**src/rtl/rmq_pkg.sv**
```systemverilog
// ----------------------------------------------------------------------------
// rmq_pkg
// Types, widths and constants shared by the rotation matrix to quaternion
// pipeline.
// ----------------------------------------------------------------------------
package rmq_pkg;

    // fixed-point format of matrix and quaternion values
    localparam int FRAC_BITS = 14;
    localparam int ONE       = 1 << FRAC_BITS;
    localparam int Q_ONE     = (ONE > 32767) ? 32767 : ONE;

    // datapath widths
    localparam int CW       = 18;              // signed component width
    localparam int MW       = CW - 1;          // component magnitude width
    localparam int PW       = 2 * MW;          // square width
    localparam int SW       = PW + 2;          // sum of four squares
    localparam int RW       = SW / 2;          // square root width
    localparam int RMW      = RW + 3;          // root remainder width
    localparam int NW       = MW + FRAC_BITS + 1; // dividend width
    localparam int QW       = FRAC_BITS + 1;   // quotient width
    localparam int SQ_STEPS = RW;              // one root bit per stage
    localparam int DV_STEPS = QW;              // one quotient bit per stage

    // case codes
    localparam logic [1:0] CASE_TRACE = 2'd0;
    localparam logic [1:0] CASE_X     = 2'd1;
    localparam logic [1:0] CASE_Y     = 2'd2;
    localparam logic [1:0] CASE_Z     = 2'd3;

    typedef struct packed {
        logic signed [15:0] m00;
        logic signed [15:0] m01;
        logic signed [15:0] m02;
        logic signed [15:0] m10;
        logic signed [15:0] m11;
        logic signed [15:0] m12;
        logic signed [15:0] m20;
        logic signed [15:0] m21;
        logic signed [15:0] m22;
    } mat_t;

    typedef struct packed {
        logic signed [15:0] quat_x;
        logic signed [15:0] quat_y;
        logic signed [15:0] quat_z;
        logic signed [15:0] quat_w;
        logic [1:0]         case_taken;
    } quat_t;

    // component magnitudes, signs and case code that ride along the root pipeline
    typedef struct packed {
        logic [3:0][MW-1:0] mag;
        logic [3:0]         neg;
        logic [1:0]         sel;
    } side_t;

    typedef struct packed {
        logic [SW-1:0]  s;
        logic [RMW-1:0] rem;
        logic [RW-1:0]  root;
        side_t          side;
        logic           zero;
    } sqrt_t;

    typedef struct packed {
        logic [3:0][NW-1:0] pr;
        logic [NW-1:0]      d;
        logic [3:0][QW-1:0] q;
        logic [3:0]         neg;
        logic [1:0]         sel;
        logic               zero;
    } div_t;

endpackage

```
**src/rtl/rmq_div_step.sv**
```systemverilog
// ----------------------------------------------------------------------------
// rmq_div_step
// One registered restoring-division step for all four lanes against the
// shared root; the divisor shifts right one place per step.
// ----------------------------------------------------------------------------
module rmq_div_step (
    input  logic           clk,
    input  logic           rst_n,
    input  logic           en,
    input  logic           vld_in,
    input  rmq_pkg::div_t  st_in,
    output logic           vld_out,
    output rmq_pkg::div_t  st_out
);

    rmq_pkg::div_t st_next;
    rmq_pkg::div_t st_reg;
    logic          vld_reg;

    // compare and subtract per lane
    always_comb
    begin
        st_next = st_in;
        for (int i = 0; i < 4; i++)
        begin
            if (st_in.pr[i] >= st_in.d)
            begin
                st_next.pr[i] = st_in.pr[i] - st_in.d;
                st_next.q[i]  = {st_in.q[i][rmq_pkg::QW-2:0], 1'b1};
            end
            else
            begin
                st_next.q[i]  = {st_in.q[i][rmq_pkg::QW-2:0], 1'b0};
            end
        end
        st_next.d = st_in.d >> 1;
    end

    always_ff @(posedge clk or negedge rst_n)
    begin
        if (!rst_n)
            vld_reg <= 1'b0;
        else if (en)
            vld_reg <= vld_in;
    end

    always_ff @(posedge clk)
    begin
        if (en)
            st_reg <= st_next;
    end

    assign vld_out = vld_reg;
    assign st_out  = st_reg;

endmodule

```
**config.mk**
```make
export PLATFORM = sky130hd
export DESIGN_NAME = rmq_div_step
export DESIGN_NICKNAME = d
export VERILOG_FILES = /design/src/rtl/rmq_pkg.sv /design/src/rtl/rmq_div_step.sv
export SDC_FILE = /design/constraint.sdc
export NUM_CORES = 1
export LEC_CHECK = 0
export BUFFER_PORTS_ARGS = -buffer_cell sky130_fd_sc_hd__buf_2
export CORE_MARGIN = 3
export CORE_UTILIZATION = 40
export CTS_CLUSTER_DIAMETER = 150
export DETAILED_ROUTE_END_ITERATION = 10
export PLACE_DENSITY = 0.67
export SYNTH_ARGS = -nofsm -noshare
export SYNTH_HDL_FRONTEND = slang
export SYNTH_SLANG_ARGS = --single-unit
export TNS_END_PERCENT = 20
```
**constraint.sdc**
```tcl
create_clock -name clk -period 1.72 [get_ports clk]
set_input_delay 0.086 -clock clk [delete_from_list [all_inputs] [get_ports clk]]
set_output_delay 0.086 -clock clk [all_outputs]
set_load 0.1 [all_outputs]
```
==> out/qor.yml <==
layout:
  multiInputGateArea_um2: 9830
  area.growth.synth_to_final_pct: 86.4
  seqCellArea_um2: 6810
  layout_common_cells: "buf_4 (454), buf_2 (433), edfxtp_1 (226)"
  final_common_cell: "buf_4"
  num-fill-cells: 2306
  drive_above_1_share_pct: 51.6
  nets: 3052
cts:
  clock_latency_ps: 560
  cts_buffers: 26
  root_buffer: "clkbuf_16"
  cts_tree: "built"
  htreeDepth: 1
  clk_pin_slew_ps: 60
  cts_sinks: 227
  clockBufferDepth: 3
timing:
  relSlewSlack_pct: 57.1
  fin_crit_ps: 2310
  rsz0062_at_grt: "true"
  final_max_slew_viol_count: 0
  finalCritPeriodShare_pct: 134
  max_freq_mhz: 433
  final.setup.worst_slack_ps: -589
  fin_skew_ps: 0
  setup_viol: 132
  worstMarginPinSlew_ps: 648
  hold_viol_final: 0
grt:
  grt_max_degree: 46
  gr-total-overflow: 0
  grt_pass1_vias: 17600
  grt_pass1_wl_um: 100000
  track_usage_pct: 32.9
  antenna_found_initial: 9
power_and_ir_drop:
  ir_drop_v: 0.000805
  power_density_nw_per_um2: 914
  p_total_mw: 25.6
  leakage_nw: 12.4
routing:
  wire_per_inst_um: 23.7
  viasPerCell: 5.59
  vias: 17800
  first_iter_violations: 1264
  drt-total-wl_um: 75500
  route.detailed.drc: 0
  antenna_left: 0
  drt-pass1-iter-count: 5
synth:
  synthesis.area_um2: 15000
  ys.flop_type: "edfxtp_1"
  synthArstFlopShare_pct: 0.441
  yosysUniqueCellTypes: 84
  synth_nets: 1845
  synthCells: 1482
  synth_seq_cells: 227
  yosysTopAreaCellShare_pct: 45.2
  avgSynthCellArea_um2: 10.1
  synth_warnings: 0
  ys_top_cells_by_area: "edfxtp_1 (45%), ha_1 (11%), o21ai_0 (5.0%)"
  yosysSeqAreaShare_pct: 45.4
  synth_top_area_cell: "edfxtp_1"
  synth_edf_count: 226
floorplanning:
  die_area_um2: 39900
  die_w_um: 200
  initial_utilization_pct: 40.8
  die_y_um: 200
  num_io_pins: 459
  core_um2: 36800
  rows: 70
setup_path:
  r2r_cells: 1
  cp-end-kind: "flop"
  r2r_start: "vld_out"
  rrSetupSlack_ps: 950
  required_ps: 2030
  rr_endpoint: "vld_out"
  critPathArrivalTime_ps: 2610
  path_class: "primary input to flop"
  critPathLaunchType: "primary input"
  cp_max_fo: 4
placement:
  gp_congestion: 0.931
  place.port_buffers: 453
  place_hpwl_um: 48900
  pre_cts_slack_ps: -1270
job:
  drv_cap: 0
hold_path:
  worstHoldEndpoint: "st_out[99]"
  hold_start: "st_in[67]"
  min_path_cells: 3
  hold_class: "primary input to flop"
run_status:
  status: "complete, but fails checks"
  failed_checks: "negative setup slack"
[sequential cells by signal, indices dropped and copies added, names as in the netlist]
register / flops
vld_out: 1
st_out: 226
[worst max path at each step]
stage | start | end | slack, ps | cells after the start
floorplan | st_in[73] | st_out[194] | -760 | 10
global placement | st_in[75] | st_out[222] | -1260 | 12
detailed placement | st_in[68] | st_out[194] | -1270 | 13
CTS | st_in[68] | st_out[194] | -530 | 13
global route | st_in[75] | st_out[130] | -650 | 13
finish | st_in[76] | st_out[121] | -590 | 16
[cell families (layout without fill, tap and decap cells)]
| kind of cell | after synthesis | after routing | share of synthesized area, % |
|---|---|---|---|
| compound gates | 497 | 497 | 21.4 |
| simple gates | 403 | 403 | 12.4 |
| flops | 227 | 227 | 45.4 |
| fa+ha+maj | 132 | 132 | 11.2 |
| buf+inv | 115 | 1341 | 3.26 |
| xor+xnor | 100 | 100 | 5.83 |
| mux | 7 | 7 | 0.525 |
| other cells | 1 | 6 | 0.0250 |
[Yosys cell counts, drive strengths merged, types with 9 or more instances]
cell type  count
a211oi        18
a21o          50
a21oi        132
a31oi         11
and2           9
and3          14
buf           24
clkbuf        23
edfxtp       226
ha           128
inv           67
nand2        170
nand2b        22
nand3         31
nand4         15
nor2          83
nor2b         16
nor3          16
o21a          22
o21ai        163
o21bai        17
o31ai         17
or3           10
xnor2         48
xor2          52
[what timing repair did]
action                                  CTS  global route
pin swaps                               123            95
endpoints found under the setup margin  132           132
hold endpoints to repair                253             2
gates resized for setup                 288           268
cloned                                    5             6
hold buffers                            219             2
buffers inserted                         69            35
[per-layer routing]
| metal | vias to the layer above | track usage (%) | wire length [um] |
|---|---|---|---|
| li1 | 7957 | - | - |
| met1 | 8512 | 38.1 | 26600 |
| met2 | 1010 | 58.7 | 36400 |
| met3 | 292 | 5.49 | 6470 |
| met4 | 6 | 17.4 | 5890 |
| met5 | - | 0 | 39 |
[through the flow]
step           area [um2]  TNS [ps]  cells  util [%]  hold WS (ps)
2_1_floorplan       15200    -89920   1482         -          -210
3_3_place_gp        21400   -144100   2799      58.1          -139
3_5_place_dp        21400   -148360   2799      58.1          -138
4_1_cts             26500    -51190   3139      72.0         0.616
5_1_grt             28000    -62730   3180      76.1          1.38
6_report            28000    -53510   3181      76.1          12.6
[critical path, cell delays in order]
cell and delay, ps:
buf_6 80, clkinvlp_4 100, buf_6 150, buf_4 130
ha_4 230, a21o_1 160, a21o_1 190, a211oi_4 320
o21ai_4 100, buf_6 130, a211oi_2 240, buf_4 180
buf_4 110, buf_6 90, xor2_2 180, o21ai_1 110
[cell type report]
type | instances | area share [%]
Multi-Input combinational cell | 1140 | 35.1
Tap cell | 468 | 2.09
Clock inverter | 17 | 0.429
Timing Repair Buffer | 1226 | 34.4
Antenna cell | 5 | 0.0447
Sequential cell | 227 | 24.3
Clock buffer | 30 | 2.38
Inverter | 68 | 1.26
[report_power, final]
group | total, mW | switching, mW | leakage [nW] | internal (mW)
Sequential | 7.16 | 0.256 | 2.22 | 6.90
Combinational | 13.1 | 8.70 | 9.81 | 4.40
Clock | 5.31 | 2.40 | 0.377 | 2.92
Total | 25.6 | 11.4 | 12.4 | 14.2
Note: power is estimated with default switching activity, not from simulation.
