==> config.mk <==
export PLATFORM = sky130hd
export DESIGN_NAME = rmq_front
export DESIGN_NICKNAME = d
export VERILOG_FILES = /design/src/rtl/rmq_pkg.sv /design/src/rtl/rmq_front.sv
export SDC_FILE = /design/constraint.sdc
export NUM_CORES = 2
export LEC_CHECK = 0
export ABC_CLOCK_PERIOD_IN_PS = 9850
export BUFFER_PORTS_ARGS = -buffer_cell sky130_fd_sc_hd__buf_2
export CAP_MARGIN = 10
export CELL_PAD_IN_SITES_DETAIL_PLACEMENT = 1
export CELL_PAD_IN_SITES_GLOBAL_PLACEMENT = 1
export CORE_UTILIZATION = 42
export DETAILED_ROUTE_END_ITERATION = 8
export PLACE_DENSITY = 0.71
export SETUP_SLACK_MARGIN = 0.5
export SYNTH_ARGS = -nofsm -noshare
export SYNTH_HDL_FRONTEND = slang
export SYNTH_SLANG_ARGS = --single-unit
==> constraint.sdc <==
create_clock -name clk -period 9.85 [get_ports clk]
set_clock_uncertainty 0.05 [all_clocks]
set_input_delay 0 -clock clk [delete_from_list [all_inputs] [get_ports clk]]
set_output_delay 0 -clock clk [all_outputs]
set_load 0.02 [all_outputs]
==> src/rtl/rmq_pkg.sv <==
// ----------------------------------------------------------------------------
// rmq_pkg
// Types, widths and constants shared by the rotation matrix to quaternion
// pipeline.
// ----------------------------------------------------------------------------
package rmq_pkg;

    // fixed-point format of matrix and quaternion values
    localparam int FRAC_BITS = 14;
    localparam int ONE       = 1 << FRAC_BITS;
    localparam int Q_ONE     = (ONE > 32767) ? 32767 : ONE;

    // datapath widths
    localparam int CW       = 18;              // signed component width
    localparam int MW       = CW - 1;          // component magnitude width
    localparam int PW       = 2 * MW;          // square width
    localparam int SW       = PW + 2;          // sum of four squares
    localparam int RW       = SW / 2;          // square root width
    localparam int RMW      = RW + 3;          // root remainder width
    localparam int NW       = MW + FRAC_BITS + 1; // dividend width
    localparam int QW       = FRAC_BITS + 1;   // quotient width
    localparam int SQ_STEPS = RW;              // one root bit per stage
    localparam int DV_STEPS = QW;              // one quotient bit per stage

    // case codes
    localparam logic [1:0] CASE_TRACE = 2'd0;
    localparam logic [1:0] CASE_X     = 2'd1;
    localparam logic [1:0] CASE_Y     = 2'd2;
    localparam logic [1:0] CASE_Z     = 2'd3;

    typedef struct packed {
        logic signed [15:0] m00;
        logic signed [15:0] m01;
        logic signed [15:0] m02;
        logic signed [15:0] m10;
        logic signed [15:0] m11;
        logic signed [15:0] m12;
        logic signed [15:0] m20;
        logic signed [15:0] m21;
        logic signed [15:0] m22;
    } mat_t;

    typedef struct packed {
        logic signed [15:0] quat_x;
        logic signed [15:0] quat_y;
        logic signed [15:0] quat_z;
        logic signed [15:0] quat_w;
        logic [1:0]         case_taken;
    } quat_t;

    // component magnitudes, signs and case code that ride along the root pipeline
    typedef struct packed {
        logic [3:0][MW-1:0] mag;
        logic [3:0]         neg;
        logic [1:0]         sel;
    } side_t;

    typedef struct packed {
        logic [SW-1:0]  s;
        logic [RMW-1:0] rem;
        logic [RW-1:0]  root;
        side_t          side;
        logic           zero;
    } sqrt_t;

    typedef struct packed {
        logic [3:0][NW-1:0] pr;
        logic [NW-1:0]      d;
        logic [3:0][QW-1:0] q;
        logic [3:0]         neg;
        logic [1:0]         sel;
        logic               zero;
    } div_t;

endpackage

==> src/rtl/rmq_front.sv <==
// ----------------------------------------------------------------------------
// rmq_front
// Case selection, unnormalized components, squares and their sum in three
// register stages.
// ----------------------------------------------------------------------------
module rmq_front (
    input  logic                clk,
    input  logic                rst_n,
    input  logic                en,
    input  logic                vld_in,
    input  rmq_pkg::mat_t       mat_in,
    output logic                vld_out,
    output rmq_pkg::sqrt_t      st_out
);

    logic signed [rmq_pkg::CW-1:0] c_next [4];
    logic signed [rmq_pkg::CW-1:0] c_reg  [4];
    logic [1:0]                    sel_next;
    logic [1:0]                    sel_reg;
    logic                          vld_a_reg;

    logic [3:0][rmq_pkg::MW-1:0]   mag_next;
    logic [3:0][rmq_pkg::MW-1:0]   mag_reg;
    logic [3:0][rmq_pkg::PW-1:0]   sq_next;
    logic [3:0][rmq_pkg::PW-1:0]   sq_reg;
    logic [3:0]                    neg_next;
    logic [3:0]                    neg_reg;
    logic [1:0]                    sel_b_reg;
    logic                          vld_b_reg;

    logic [rmq_pkg::SW-1:0]        sum_next;
    rmq_pkg::sqrt_t                st_reg;
    logic                          vld_c_reg;

    // stage a: case select and components
    always_comb
    begin
        logic signed [rmq_pkg::CW-1:0] e00, e01, e02, e10, e11, e12, e20, e21, e22;
        logic signed [rmq_pkg::CW-1:0] tr, one;
        e00 = rmq_pkg::CW'(mat_in.m00);
        e01 = rmq_pkg::CW'(mat_in.m01);
        e02 = rmq_pkg::CW'(mat_in.m02);
        e10 = rmq_pkg::CW'(mat_in.m10);
        e11 = rmq_pkg::CW'(mat_in.m11);
        e12 = rmq_pkg::CW'(mat_in.m12);
        e20 = rmq_pkg::CW'(mat_in.m20);
        e21 = rmq_pkg::CW'(mat_in.m21);
        e22 = rmq_pkg::CW'(mat_in.m22);
        one = rmq_pkg::CW'(rmq_pkg::ONE);
        tr  = e00 + e11 + e22;
        if (tr > 0)
            sel_next = rmq_pkg::CASE_TRACE;
        else if (e00 > e11 && e00 > e22)
            sel_next = rmq_pkg::CASE_X;
        else if (e11 > e22)
            sel_next = rmq_pkg::CASE_Y;
        else
            sel_next = rmq_pkg::CASE_Z;
        case (sel_next)
            rmq_pkg::CASE_TRACE:
            begin
                c_next[0] = e12 - e21;
                c_next[1] = e20 - e02;
                c_next[2] = e01 - e10;
                c_next[3] = tr + one;
            end
            rmq_pkg::CASE_X:
            begin
                c_next[0] = one + e00 - e11 - e22;
                c_next[1] = e10 + e01;
                c_next[2] = e20 + e02;
                c_next[3] = e12 - e21;
            end
            rmq_pkg::CASE_Y:
            begin
                c_next[0] = e10 + e01;
                c_next[1] = one + e11 - e00 - e22;
                c_next[2] = e21 + e12;
                c_next[3] = e20 - e02;
            end
            default:
            begin
                c_next[0] = e20 + e02;
                c_next[1] = e21 + e12;
                c_next[2] = one + e22 - e00 - e11;
                c_next[3] = e01 - e10;
            end
        endcase
    end

    // stage b: magnitudes and squares
    always_comb
    begin
        logic [rmq_pkg::CW-1:0] t;
        for (int i = 0; i < 4; i++)
        begin
            neg_next[i] = c_reg[i][rmq_pkg::CW-1];
            t           = neg_next[i] ? rmq_pkg::CW'(-c_reg[i]) : rmq_pkg::CW'(c_reg[i]);
            mag_next[i] = t[rmq_pkg::MW-1:0];
            sq_next[i]  = rmq_pkg::PW'(mag_next[i]) * rmq_pkg::PW'(mag_next[i]);
        end
    end

    // stage c: sum of squares
    assign sum_next = rmq_pkg::SW'(sq_reg[0]) + rmq_pkg::SW'(sq_reg[1])
                    + rmq_pkg::SW'(sq_reg[2]) + rmq_pkg::SW'(sq_reg[3]);

    // valid bits
    always_ff @(posedge clk or negedge rst_n)
    begin
        if (!rst_n)
        begin
            vld_a_reg <= 1'b0;
            vld_b_reg <= 1'b0;
            vld_c_reg <= 1'b0;
        end
        else if (en)
        begin
            vld_a_reg <= vld_in;
            vld_b_reg <= vld_a_reg;
            vld_c_reg <= vld_b_reg;
        end
    end

    // payload registers
    always_ff @(posedge clk)
    begin
        if (en)
        begin
            c_reg          <= c_next;
            sel_reg        <= sel_next;
            mag_reg        <= mag_next;
            sq_reg         <= sq_next;
            neg_reg        <= neg_next;
            sel_b_reg      <= sel_reg;
            st_reg.s       <= sum_next;
            st_reg.rem     <= '0;
            st_reg.root    <= '0;
            st_reg.side    <= '{mag: mag_reg, neg: neg_reg, sel: sel_b_reg};
            st_reg.zero    <= (sum_next == '0);
        end
    end

    assign vld_out = vld_c_reg;
    assign st_out  = st_reg;

endmodule

==> impl_metrics.toml <==
[clocking]
cts_tree = "done"
clock_latency_ns = 0.67
path_clk_slew_ns = 0.06
cts_sinks = 390
cts-root-buf = "clkbuf_16"
cts_max_level = 2
clockBufferDepth = 3
cts_setup_buffers = 0
cts_buffers = 47

[worst_setup_path]
max_stage_delay_ns = 0.51
critPathCaptureType = "register"
cp_common_cell = "fa_1"
r2r_cells = 32
reg2reg_to = "sq_reg[33]"
r2r_start = "c_reg[54]"
crit_start = "c_reg[54]"
crit_arrival_ns = 9.40
ff2ff_setup_slack_ns = 0.80
cp-endpoint = "sq_reg[33]"
critPathLaunchType = "register"
crit_fanout = 10
crit_slowest_cell = "fa_1"
crit_required_ns = 10.21
path_class = "register to register"

[sta]
slew_headroom_pct = 8.72
hold_viol = 0
fin_crit_sh_pct = 91.8
worst_slew_pin_slew_ns = 1.36
setup_viol = 0
report.final.slew_viol_count = 0
fmax_mhz = 111
fin_setup_tns_ns = 0
rsz0062_at_grt = "yes"
post-route-min-period_ns = 9.05

[route]
dr.pass1.iters = 5
first_iter_violations = 2538
ant_nets = 0
viasPerCell = 5.34
drc_errors = 0
wl_met2_microns = 92100
dr.max_layer_used = "met4"
route.vias.total = 44700
m1WireLength_microns = 78900
wl_microns = 189000
wl_per_cell_microns = 22.6
dr_wl_met3_microns = 8870

[die]
die_y_microns = 381
ios = 299
die_area_sq_mm = 0.145
initial_core_util_pct = 42.5
die_x_microns = 381
fp-row-count = 138
design.core.area_sq_mm = 0.142

[synth]
synthArstFlopShare_pct = 0.769
synthTopCellsByArea = "fa_1, edfxtp_1, ha_1, inv_1, xnor2_1"
synth_top_area_cell = "fa_1"
synth_area_sq_mm = 0.0603
yosysMostFrequentCell = "inv_1"
seq_area_frac_synth_pct = 19.4
yosys_warnings = 0
synth.avg_cell_area_sq_um = 9.79
syn-instance-count = 6155
ys.flop_type = "edfxtp_1"
synth_common_cells = "inv_1, fa_1, ha_1, nor2_1, nand2_1"
synth_edf_count = 387
ys_types = 86
synth-seq-cells = 390
synth_top_area_share_pct = 29.9

[global_route]
grt_usage_pct = 26.4
grt_overflow = 0
grt_max_degree = 77
antenna_found_initial = 2
grt_pass1_vias = 49300
grt_pass1_wl_microns = 292000

[job]
maxCapViolCount = 0

[placed_design]
dpl.hpwl_microns = 161000
portBuffers = 259
gp_congestion = 0.964

[finish]
layout-drive-gt1-share_pct = 7.24
area_delta_synth_final_pct = 8.94
largest_reg_flops = 128
antenna_cells = 0
fin_nets = 8245

[hold_path]
min_path_type = "primary input to register"
hold_depth = 4

[status]
status = "complete, no violations"
[how the worst min path moves through the flow]
stage / slack [ns] / end / from
6_report: 0.07 / c_reg[19] / mat_in[49]
5_1_grt: 0.04 / c_reg[1] / mat_in[113]
4_1_cts: 0.009 / c_reg[1] / mat_in[113]
3_5_place_dp: -0.25 / vld_out / rst_n
3_3_place_gp: -0.25 / vld_out / rst_n
2_1_floorplan: -0.35 / vld_a_reg / rst_n
[worst max-delay path, delay by kind of cell (launching register included)]
family | cells | cell delay (ns)
adders and majority gates | 8 | 3.40
and+or+nand+nor | 7 | 1.94
AOI/OAI and AO/OA | 8 | 1.80
buffers and inverters | 7 | 0.96
DFF | 1 | 0.37
xor gates and xnor gates | 2 | 0.25
[cell type report]
class,count,area [sq um]
inverter,1346,5060
timing repair buffer,358,2080
multi-input combinational,4293,42900
tap,1890,2360
fill,16200,76300
sequential,390,11700
clock inverter,34,338
clock buffer,54,1200
[through the flow]
stage	hold slack (ns)	setup slack, ns	area, sq um	instances	utilization, %
after floorplan	-0.346	0.882	60400	6195	-
after global placement	-0.255	0.926	64000	8266	45.1
after detailed placement	-0.253	0.631	64000	8266	45.1
after CTS	0.00907	0.545	65600	8365	46.2
after global routing	0.0360	0.438	65700	8365	46.3
final	0.0740	0.805	65700	8365	46.3
[routing by layer]
metal / GRT usage [%] / vias up
met5: 0 / -
met4: 11.7 / 0
met3: 3.00 / 293
met2: 45.2 / 1172
met1: 33.5 / 23000
li1: - / 20300
[cells in the final DEF (no fill, tap or decap), types with 14 or more instances in the layout]
| cell type | Yosys | routed |
|---|---|---|
| buf_4 | 39 | 88 |
| o21a_1 | 46 | 46 |
| xor2_1 | 95 | 94 |
| conb_1 | 2 | 42 |
| or3_1 | 39 | 39 |
| a21oi_1 | 216 | 216 |
| xnor2_1 | 267 | 265 |
| o221ai_1 | 30 | 30 |
| ha_1 | 760 | 760 |
| nor2_1 | 481 | 480 |
| o21bai_1 | 38 | 38 |
| fa_1 | 901 | 901 |
| nor3_1 | 78 | 78 |
| nor4_1 | 22 | 22 |
| and2_1 | 21 | 21 |
| a31oi_1 | 30 | 30 |
| a21o_1 | 94 | 94 |
| clkinv_1 | 23 | 29 |
| o21ai_0 | 134 | 133 |
| nor2b_1 | 45 | 45 |
| a211oi_1 | 30 | 30 |
| and3_1 | 29 | 29 |
| nand2b_1 | 46 | 46 |
| o22ai_1 | 35 | 35 |
| nand3_1 | 43 | 43 |
| or2_2 | 14 | 14 |
| edfxtp_1 | 387 | 387 |
| inv_1 | 1317 | 1317 |
| buf_2 | 5 | 258 |
| o211ai_1 | 20 | 20 |
| clkbuf_16 | 0 | 47 |
| nand2_1 | 462 | 462 |
| o31ai_1 | 29 | 29 |
[cell families after synthesis]
| kind of cell | synth area share, % |
|---|---|
| buffers and inverters | 9.67 |
| other | 0.0125 |
| DFF | 19.4 |
| AOI/OAI and AO/OA | 9.78 |
| xor gates and xnor gates | 5.26 |
| adders and majority gates | 45.7 |
| muxes | 0.243 |
| and+or+nand+nor | 9.92 |
[what timing repair did]
item | 4_1_cts | 5_1_grt
hold buffers | 11 | 0
resized for setup | 0 | 4
hold endpoints to repair | 67 | 0
setup endpoints to repair | 0 | 8
Power is left out: the tool's default activity adds up to more than one toggle a clock period on the data nets, which glitch-free logic cannot reach.
