`src/rtl/rmq_pkg.sv`:
```
// ----------------------------------------------------------------------------
// rmq_pkg
// Types, widths and constants shared by the rotation matrix to quaternion
// pipeline.
// ----------------------------------------------------------------------------
package rmq_pkg;

    // fixed-point format of matrix and quaternion values
    localparam int FRAC_BITS = 14;
    localparam int ONE       = 1 << FRAC_BITS;
    localparam int Q_ONE     = (ONE > 32767) ? 32767 : ONE;

    // datapath widths
    localparam int CW       = 18;              // signed component width
    localparam int MW       = CW - 1;          // component magnitude width
    localparam int PW       = 2 * MW;          // square width
    localparam int SW       = PW + 2;          // sum of four squares
    localparam int RW       = SW / 2;          // square root width
    localparam int RMW      = RW + 3;          // root remainder width
    localparam int NW       = MW + FRAC_BITS + 1; // dividend width
    localparam int QW       = FRAC_BITS + 1;   // quotient width
    localparam int SQ_STEPS = RW;              // one root bit per stage
    localparam int DV_STEPS = QW;              // one quotient bit per stage

    // case codes
    localparam logic [1:0] CASE_TRACE = 2'd0;
    localparam logic [1:0] CASE_X     = 2'd1;
    localparam logic [1:0] CASE_Y     = 2'd2;
    localparam logic [1:0] CASE_Z     = 2'd3;

    typedef struct packed {
        logic signed [15:0] m00;
        logic signed [15:0] m01;
        logic signed [15:0] m02;
        logic signed [15:0] m10;
        logic signed [15:0] m11;
        logic signed [15:0] m12;
        logic signed [15:0] m20;
        logic signed [15:0] m21;
        logic signed [15:0] m22;
    } mat_t;

    typedef struct packed {
        logic signed [15:0] quat_x;
        logic signed [15:0] quat_y;
        logic signed [15:0] quat_z;
        logic signed [15:0] quat_w;
        logic [1:0]         case_taken;
    } quat_t;

    // component magnitudes, signs and case code that ride along the root pipeline
    typedef struct packed {
        logic [3:0][MW-1:0] mag;
        logic [3:0]         neg;
        logic [1:0]         sel;
    } side_t;

    typedef struct packed {
        logic [SW-1:0]  s;
        logic [RMW-1:0] rem;
        logic [RW-1:0]  root;
        side_t          side;
        logic           zero;
    } sqrt_t;

    typedef struct packed {
        logic [3:0][NW-1:0] pr;
        logic [NW-1:0]      d;
        logic [3:0][QW-1:0] q;
        logic [3:0]         neg;
        logic [1:0]         sel;
        logic               zero;
    } div_t;

endpackage

```
`src/rtl/rmq_sqrt_step.sv`:
```
// ----------------------------------------------------------------------------
// rmq_sqrt_step
// One registered step of the digit-by-digit integer square root: brings in
// two bits of the radicand and decides one root bit.
// ----------------------------------------------------------------------------
module rmq_sqrt_step (
    input  logic            clk,
    input  logic            rst_n,
    input  logic            en,
    input  logic            vld_in,
    input  rmq_pkg::sqrt_t  st_in,
    output logic            vld_out,
    output rmq_pkg::sqrt_t  st_out
);

    rmq_pkg::sqrt_t st_next;
    rmq_pkg::sqrt_t st_reg;
    logic           vld_reg;

    // trial subtract of 4r+1 from the shifted remainder
    always_comb
    begin
        logic [rmq_pkg::RMW-1:0] remx;
        logic [rmq_pkg::RMW-1:0] trial;
        remx    = {st_in.rem[rmq_pkg::RMW-3:0], st_in.s[rmq_pkg::SW-1 -: 2]};
        trial   = rmq_pkg::RMW'({st_in.root, 2'b01});
        st_next = st_in;
        st_next.s = {st_in.s[rmq_pkg::SW-3:0], 2'b00};
        if (remx >= trial)
        begin
            st_next.rem  = remx - trial;
            st_next.root = {st_in.root[rmq_pkg::RW-2:0], 1'b1};
        end
        else
        begin
            st_next.rem  = remx;
            st_next.root = {st_in.root[rmq_pkg::RW-2:0], 1'b0};
        end
    end

    always_ff @(posedge clk or negedge rst_n)
    begin
        if (!rst_n)
            vld_reg <= 1'b0;
        else if (en)
            vld_reg <= vld_in;
    end

    always_ff @(posedge clk)
    begin
        if (en)
            st_reg <= st_next;
    end

    assign vld_out = vld_reg;
    assign st_out  = st_reg;

endmodule

```
`config.mk`:
```
export PLATFORM = sky130hd
export DESIGN_NAME = rmq_sqrt_step
export DESIGN_NICKNAME = d
export VERILOG_FILES = /design/src/rtl/rmq_pkg.sv /design/src/rtl/rmq_sqrt_step.sv
export SDC_FILE = /design/constraint.sdc
export NUM_CORES = 1
export LEC_CHECK = 0
export ABC_AREA = 1
export BUFFER_PORTS_ARGS = -buffer_cell sky130_fd_sc_hd__buf_2
export CORE_ASPECT_RATIO = 0.5
export CORE_MARGIN = 2
export CORE_UTILIZATION = 42
export DETAILED_ROUTE_END_ITERATION = 7
export MAX_ROUTING_LAYER = met4
export PLACE_DENSITY = 0.81
export SLEW_MARGIN = 20
export SYNTH_ARGS = -nofsm -noshare
export SYNTH_HDL_FRONTEND = slang
export SYNTH_SLANG_ARGS = --single-unit
export TNS_END_PERCENT = 50
```
`constraint.sdc`:
```
create_clock -name clk -period 0.8 [get_ports clk]
set_input_delay 0.08 -clock clk [delete_from_list [all_inputs] [get_ports clk]]
set_output_delay 0.08 -clock clk [all_outputs]
set_load 0.02 [all_outputs]
```
==> summary.txt, run 1 <==
Status
  • Status: finished, violations left
  • Failing checks: setup timing

Logic synthesis
  • Largest family of logic cells by synthesized area: simple AND/OR/NAND/NOR gates
  • Area share of the largest cell type after synthesis: between 70% and 80%
  • Adder-Cell Fraction of Synth Area: ~4%
  • Seq/Total Area, Yosys: between 70% and 80%
  • Dominant cell type by area after synthesis: edfxtp_1
  • EDFF count, synth: around 150
  • Most frequent cell after synthesis: nand2_1
  • Compound-gate portion of the synthesized area: under 10%
  • Async set or reset register ratio after synthesis: less than 1%
  • Synth area leaders: edfxtp_1 71%, nand2_1 9.7%, inv_1 4.3%
  • Synthesized area per cell: 12.15 sq um
  • Top FF cell, synth: edfxtp_1
  • Syn Std Cell Area: a little over 6000 sq um
  • Count of state elements after synthesis: ~150
  • Post-synthesis mux area share: less than 1%
  • Yosys warning count: 0
  • Synth Area in Simple Gates: ~16%
  • Synth cell count leaders: 161 x nand2_1, 148 x edfxtp_1, 71 x inv_1
  • Post-Synthesis Cells: a little over 500
  • Synth cell types: 26
  • Post-synthesis xor/xnor area fraction: under 10%

Setup path
  • Critical path startpoint category: primary input
  • CP top delay family: simple AND/OR/NAND/NOR gates
  • Crit-path max cell delay: 0.27 ns
  • Buffers and inverters on the worst path: 4
  • Critical path depth: 14
  • Critical Path AT: 1.68 ns
  • Cell chain of the critical path: buf_8 -> inv_4 -> ha_4 -> nand2_2 -> nand2_2 -> inv_2 -> nand2_4 -> a21oi_4 -> nand2_4 -> nand2_4 -> nand2_8 -> buf_12 -> nand2_1 -> nand2_1
  • Critical Path RT: a little under 1 ns
  • Reg2reg path depth: 2
  • Reg2Reg Setup Slack: -0.13 ns
  • Setup Crit Path Kind: in2reg
  • Crit path max fanout: 8
  • Slowest-stage cell, CP: ha_4
  • Critical path endpoint category: flip-flop
  • CP dominant cell by count: nand2_4

Clock network
  • Clock transition at the registers of the reported paths: 0.07 ns
  • Worst skew pair latency: between 0.4 and 0.5 ns
  • Clk sink count: around 150
  • CTS tree: yes
  • CTS buffer count: 17
  • Longest Clk Path Bufs: 2
  • Root buffer cell: clkbuf_16
  • H-tree levels: 4

Finish
  • Multi-input logic area: around 2000 sq um
  • Final net count: between 1000 and 1500
  • # fillers: about 670
  • Reg area: 4469 sq um
  • Area growth, synth to finish: 91.61%
  • Layout cells sized above 1: around 52%
  • Final core occ: between 80% and 90%

Route
  • Vias per cell: roughly 5.3
  • Detail Route Antenna Nets: 0
  • Routed wire per std cell: about 22 um
  • Post-route DRC: 0
  • DR pass1 iterations: 6
  • DR vias: a little under 7000
  • DRT Wirelength: 28.62 mm
  • Initial drt markers: around 880

Power and ir drop
  • Switching pwr: around 7.5 mW
  • Sw Share: between 30% and 40%
  • Combinational power share: roughly a quarter
  • Internal Power: between 15 and 20 mW
  • Total power: ~24 mW
  • Clock power share: roughly a third
  • Flop pwr share: between 40% and 50%
  • VDD IR max: between 2 and 2.5 mV
  • PwrDens: 2001 nW/um^2
  • Pleak: approximately 5.4 nW

Floorplan
  • Row count: 31
  • Die ar.: between 15000 and 20000 sq um
  • IO Count: 305
  • Core Box Area: approximately 14000 sq um
  • Die Y-Extent: between 90 and 100 um
  • Starting Density: 43.08%
  • Die W: about 180 um

Timing
  • Slew Limit Fails: 0
  • Final Skew: 0 ns
  • Minimum clock period: 1.488 ns
  • # setup viols final: between 150 and 200
  • Fmax: 0.6720 GHz
  • Setup TNS: -52.46 ns
  • Fin crit share: 186.0%
  • Final worst setup slack: -0.6880 ns
  • RSZ-0062 raised after global routing: true
  • Final Hold Fails: 0

Place
  • Routability cong.: 0.9140
  • Port Buffers: 300
  • Hpwl dp: about 14 mm

Global routing
  • GRT Overall Usage: around a third
  • GR Overflow Total: 0
  • Initial antenna violation count: 1
  • Pin count of the biggest net entering global routing: 53
  • Vias in the first global route: approximately 7000
  • First-pass GRT wire length: approximately 37 mm

Min path
  • Hold Crit Depth: 3
  • Hold crit path type: in2reg

Flow run
  • Maxcap violations: 0
cell usage in the layout (no fill, tap or decap), drive strengths merged, types with 4 or more instances in the layout:
cell / count
buf: 386
nand2: 166
edfxtp: 148
dlygate4sd3: 146
inv: 86
nand3: 31
nor2: 26
ha: 20
clkbuf: 18
a21oi: 14
xor2: 8
nand3b: 5
clkinv: 4
through the flow:
step / std cells / hold WS, ns / setup slack (ns) / instance area [sq um]
after global routing: 1272 / 0.03254 / -0.6936 / 11940
after CTS: 1269 / 0.01748 / -0.4231 / 11530
after global placement: 1071 / -0.1438 / -0.9486 / 8707
after floorplan: 514 / -0.2156 / -0.6446 / 6499
final: 1272 / 0.02788 / -0.6880 / 11940
after detailed placement: 1071 / -0.1436 / -1.005 / 8707
power groups by stage:
stage | combinational (mW) | clock [mW] | sequential, mW
global placement | 3.99 | 0 | 9.70
finish | 6.24 | 7.93 | 9.73
global route | 6.43 | 8.32 | 9.78
CTS | 5.35 | 7.80 | 9.62
detailed placement | 4.08 | 0 | 9.73
floorplan | 1.25 | 0 | 10.7
cells by family (layout without fill, tap and decap cells):
family,Yosys count,count (layout)
other,1,3
buffers and inverters,83,642
muxes,1,1
xor gates and xnor gates,8,8
and+or+nand+nor,232,232
AOI/OAI and AO/OA,19,19
DFF,149,149
adders and majority gates,20,20
worst reg2reg max path, stage by stage (launching register included):
cell and delay [ns]:
dfrtp_1 0.41, buf_4 0.15, mux2_2 0.26
path summary, 6_finish.rpt:
kind                       startpoint          end
min in group asynchronous       rst_n      vld_out
min                        st_in[111]  st_out[113]
max reg2reg                   vld_out      vld_out
max in group asynchronous       rst_n      vld_out
min reg2reg                   vld_out      vld_out
max                         st_in[81]  st_out[100]
repair_timing:
item | in CTS | in global routing
cloned | 2 | 0
hold buffers | 146 | 0
endpoints found under the hold margin | 145 | 0
resized for setup | 192 | 128
pin swaps | 33 | 21
buffers inserted | 18 | 2
setup endpoints to repair | 171 | 172
area by class of cell:
cell class | count | area share (%)
Timing Repair Buffer | 532 | 36.16
Sequential cell | 149 | 37.43
Timing Repair inverter | 1 | 0.07334
Clock buffer | 18 | 3.594
Antenna cell | 1 | 0.02096
Clock inverter | 14 | 1.153
Multi-Input combinational cell | 282 | 16.81
Tap cell | 198 | 2.075
Inverter | 77 | 2.693
registers in the layout (all words and copies together), names as in the netlist:
signal,count
st_out,148
vld_out,1
per-layer routing:
layer  wire length (um)  track usage, %  up-vias  share of wire [%]
li1                   -               -     2810                  -
met1              10130           35.19     3267                 35
met2              14400           57.19      495                 50
met3               2286           6.768      168                8.0
met4               1799           17.56        0                6.3
met5                  0               -        -                  0
No activity file was read; power rests on OpenSTA's default activity.
==> run 2: changes to the inputs <==
--- a/config.mk
+++ b/config.mk
@@ -8,11 +8,11 @@
 export ABC_AREA = 1
 export BUFFER_PORTS_ARGS = -buffer_cell sky130_fd_sc_hd__buf_2
 export CORE_ASPECT_RATIO = 0.5
-export CORE_MARGIN = 2
 export CORE_UTILIZATION = 42
 export DETAILED_ROUTE_END_ITERATION = 7
 export MAX_ROUTING_LAYER = met4
 export PLACE_DENSITY = 0.81
+export REMOVE_ABC_BUFFERS = 1
 export SLEW_MARGIN = 20
 export SYNTH_ARGS = -nofsm -noshare
 export SYNTH_HDL_FRONTEND = slang
==> summary.txt, run 2 (same netlist as run 1, synthesis figures left out) <==
Setup path
  • Critical Path AT: 1.87 ns (was 1.68 ns)
  • FF-to-FF Start: vld_out (unchanged)
  • Setup Crit Path Kind: in2reg (unchanged)
  • Reg2reg path depth: 2 (unchanged)
  • FF-to-FF End: vld_out (unchanged)
  • Critical path origin: st_in[78] (was st_in[81])
  • Reg2Reg Setup Slack: -0.15 ns (was -0.13 ns)
  • Critical path startpoint category: primary input (unchanged)
  • Crit path max fanout: 4 (was 8)
  • Critical Path RT: 0.99 ns (about the same)
  • Crit path capture: st_out[104] (was st_out[100])
  • Critical path endpoint category: flip-flop (unchanged)

Global routing
  • Initial antenna violation count: 0 (was 1)
  • Pin count of the biggest net entering global routing: 39 (was 53)
  • GR Overflow Total: 0 (unchanged)
  • Vias in the first global route: 6789 (was 6797)
  • First-pass GRT wire length: 36.91 mm (was 37.48 mm)
  • GRT Overall Usage: 33.79% (was 32.75%)

Route
  • Post-route DRC: 0 (unchanged)
  • Routed wire per std cell: 24.00 um (was 22.50 um)
  • DR vias: 7362 (was 6740)
  • Vias per cell: 5.703 (was 5.299)
  • Initial drt markers: 1050 (was 879)
  • DRT Wirelength: 30.99 mm (was 28.62 mm)
  • Detail Route Antenna Nets: 0 (unchanged)
  • DR pass1 iterations: 7 (was 6)

Timing
  • Final Skew: 0 ns (unchanged)
  • Hold Slack: 0.01264 ns (was 0.02788 ns)
  • Final worst setup slack: -0.8843 ns (was -0.6880 ns)
  • Minimum clock period: 1.684 ns (was 1.488 ns)
  • Fin crit share: 210.5% (was 186.0%)
  • Slew Limit Fails: 0 (unchanged)
  • RSZ-0062 raised after global routing: true (unchanged)
  • # setup viols final: 172 (unchanged)
  • Fmax: 0.5937 GHz (was 0.6720 GHz)
  • Final Hold Fails: 0 (unchanged)
  • Setup TNS: -56.96 ns (was -52.46 ns)

Place
  • Area post-placement: 8605 sq um (was 8707 sq um)
  • Routability cong.: 0.9695 (was 0.9140)
  • Hpwl dp: 13.44 mm (was 13.75 mm)
  • Placed cells: 1089 (was 1071)
  • Port Buffers: 300 (unchanged)
  • Pre-CTS setup slack: -1.035 ns (was -1.005 ns)

Power and ir drop
  • VDD IR max: 1.604 mV (was 2.162 mV)
  • Total power: 24.40 mW (was 23.90 mW)
  • PwrDens: 2025 nW/um^2 (was 2001 nW/um^2)
  • Switching pwr: 7.641 mW (was 7.477 mW)
  • Flop pwr share: 40.0% (was 40.7%)
  • Sw Share: 31.32% (was 31.29%)
  • Combinational power share: 26.5% (was 26.1%)
  • Pleak: 5.584 nW (was 5.442 nW)
  • Clock power share: 33.5% (was 33.2%)
  • Internal Power: 16.76 mW (was 16.42 mW)

Clock network
  • Root buffer cell: clkbuf_16 (unchanged)
  • CTS tree: yes (unchanged)
  • Clk sink count: 149 (unchanged)
  • Worst skew pair latency: 0.44 ns (was 0.43 ns)
  • CTS buffer count: 17 (unchanged)
  • Longest Clk Path Bufs: 2 (unchanged)
  • H-tree levels: 4 (unchanged)
  • Clock transition at the registers of the reported paths: 0.07 ns (about the same)

Floorplan
  • Core Box Area: 14470 sq um (unchanged)
  • IO Count: 305 (unchanged)
  • Die W: 174.3 um (was 176.3 um)
  • Die ar.: 15360 sq um (was 15890 sq um)
  • Starting Density: 43.08% (unchanged)
  • Die Y-Extent: 88.14 um (was 90.14 um)
  • Row count: 31 (unchanged)

Status
  • Failing checks: setup timing (unchanged)
  • Status: finished, violations left (unchanged)

Flow run
  • Maxcap violations: 0 (unchanged)

Finish
  • Finished Cell Area: 12050 sq um (was 11940 sq um)
  • Most common cell after layout, fill and taps aside: buf_2 (unchanged)
  • Final core occ: 83.29% (was 82.54%)
  • Ant. Diodes: 0 (was 1)
  • Commonest cells after routing, fill and taps aside: 213 x buf_2, 148 x edfxtp_1, 143 x dlygate4sd3_1 (was 200 x buf_2, 148 x edfxtp_1, 146 x dlygate4sd3_1)
  • Layout cells sized above 1: 52.97% (was 52.47%)
  • Area growth, synth to finish: 93.35% (was 91.61%)
  • Post-route insts no fill: 1291 (was 1272)
  • Max FFs per register: 148 (unchanged)
  • Final net count: 1254 (was 1234)

Min path
  • Hold Crit Start: st_in[99] (was st_in[111])
  • Hold crit path type: in2reg (unchanged)
-- run 2: per-layer routing --
metal	global-route usage (%)	vias up	share of wire, %
li1	-	2859	-
met1	36.56	3472	35
met2	57.66	735	46
met3	8.594	296	11
met4	19.70	0	7.8
met5	-	-	0
-- run 2: how the worst min path moves through the flow --
stage | endpoint | slack [ns] | cells after the start
3_3_place_gp | vld_out | -0.13 | 1
3_5_place_dp | vld_out | -0.13 | 1
4_1_cts | st_out[101] | -0.007 | 3
2_1_floorplan | vld_out | -0.22 | 0
5_1_grt | st_out[101] | 0.007 | 3
6_report | st_out[101] | 0.01 | 3
-- run 2: power groups by stage --
| stage | registers (mW) | clock network, mW | logic [mW] |
|---|---|---|---|
| final | 9.76 | 8.17 | 6.47 |
| after global routing | 9.80 | 8.45 | 6.64 |
| after CTS | 9.63 | 7.99 | 5.10 |
| after detailed placement | 9.74 | 0 | 3.96 |
| after global placement | 9.71 | 0 | 3.87 |
| after floorplan | 10.7 | 0 | 1.02 |
-- run 2: what timing repair did --
item,4_1_cts,5_1_grt
setup buffers,15,9
hold buffers,143,0
endpoints found under the hold margin,144,0
resized for setup,149,184
endpoints found under the setup margin,171,172
gates cloned,0,3
pin swaps,9,20
-- run 2: critical path, cell delays in order --
cell and delay (ns):
buf_2 0.11, inv_2 0.05, ha_4 0.30, nand2_2 0.12, inv_2 0.12, nand2_1 0.11, nand2_2 0.17, inv_2 0.08
nand2_2 0.11, nand2_1 0.10, nand2_1 0.11, nand2_1 0.18, nand3_2 0.17, nand2_2 0.06
-- run 2: area by class of cell --
type / count / area, sq um
Clock inverter: 15 / 160.2
Inverter: 77 / 314.1
Tap cell: 198 / 247.7
Timing Repair Buffer: 553 / 4431
Fill cell: 619 / 2417
Multi-Input combinational cell: 282 / 2003
Clock buffer: 17 / 425.4
Sequential cell: 149 / 4469
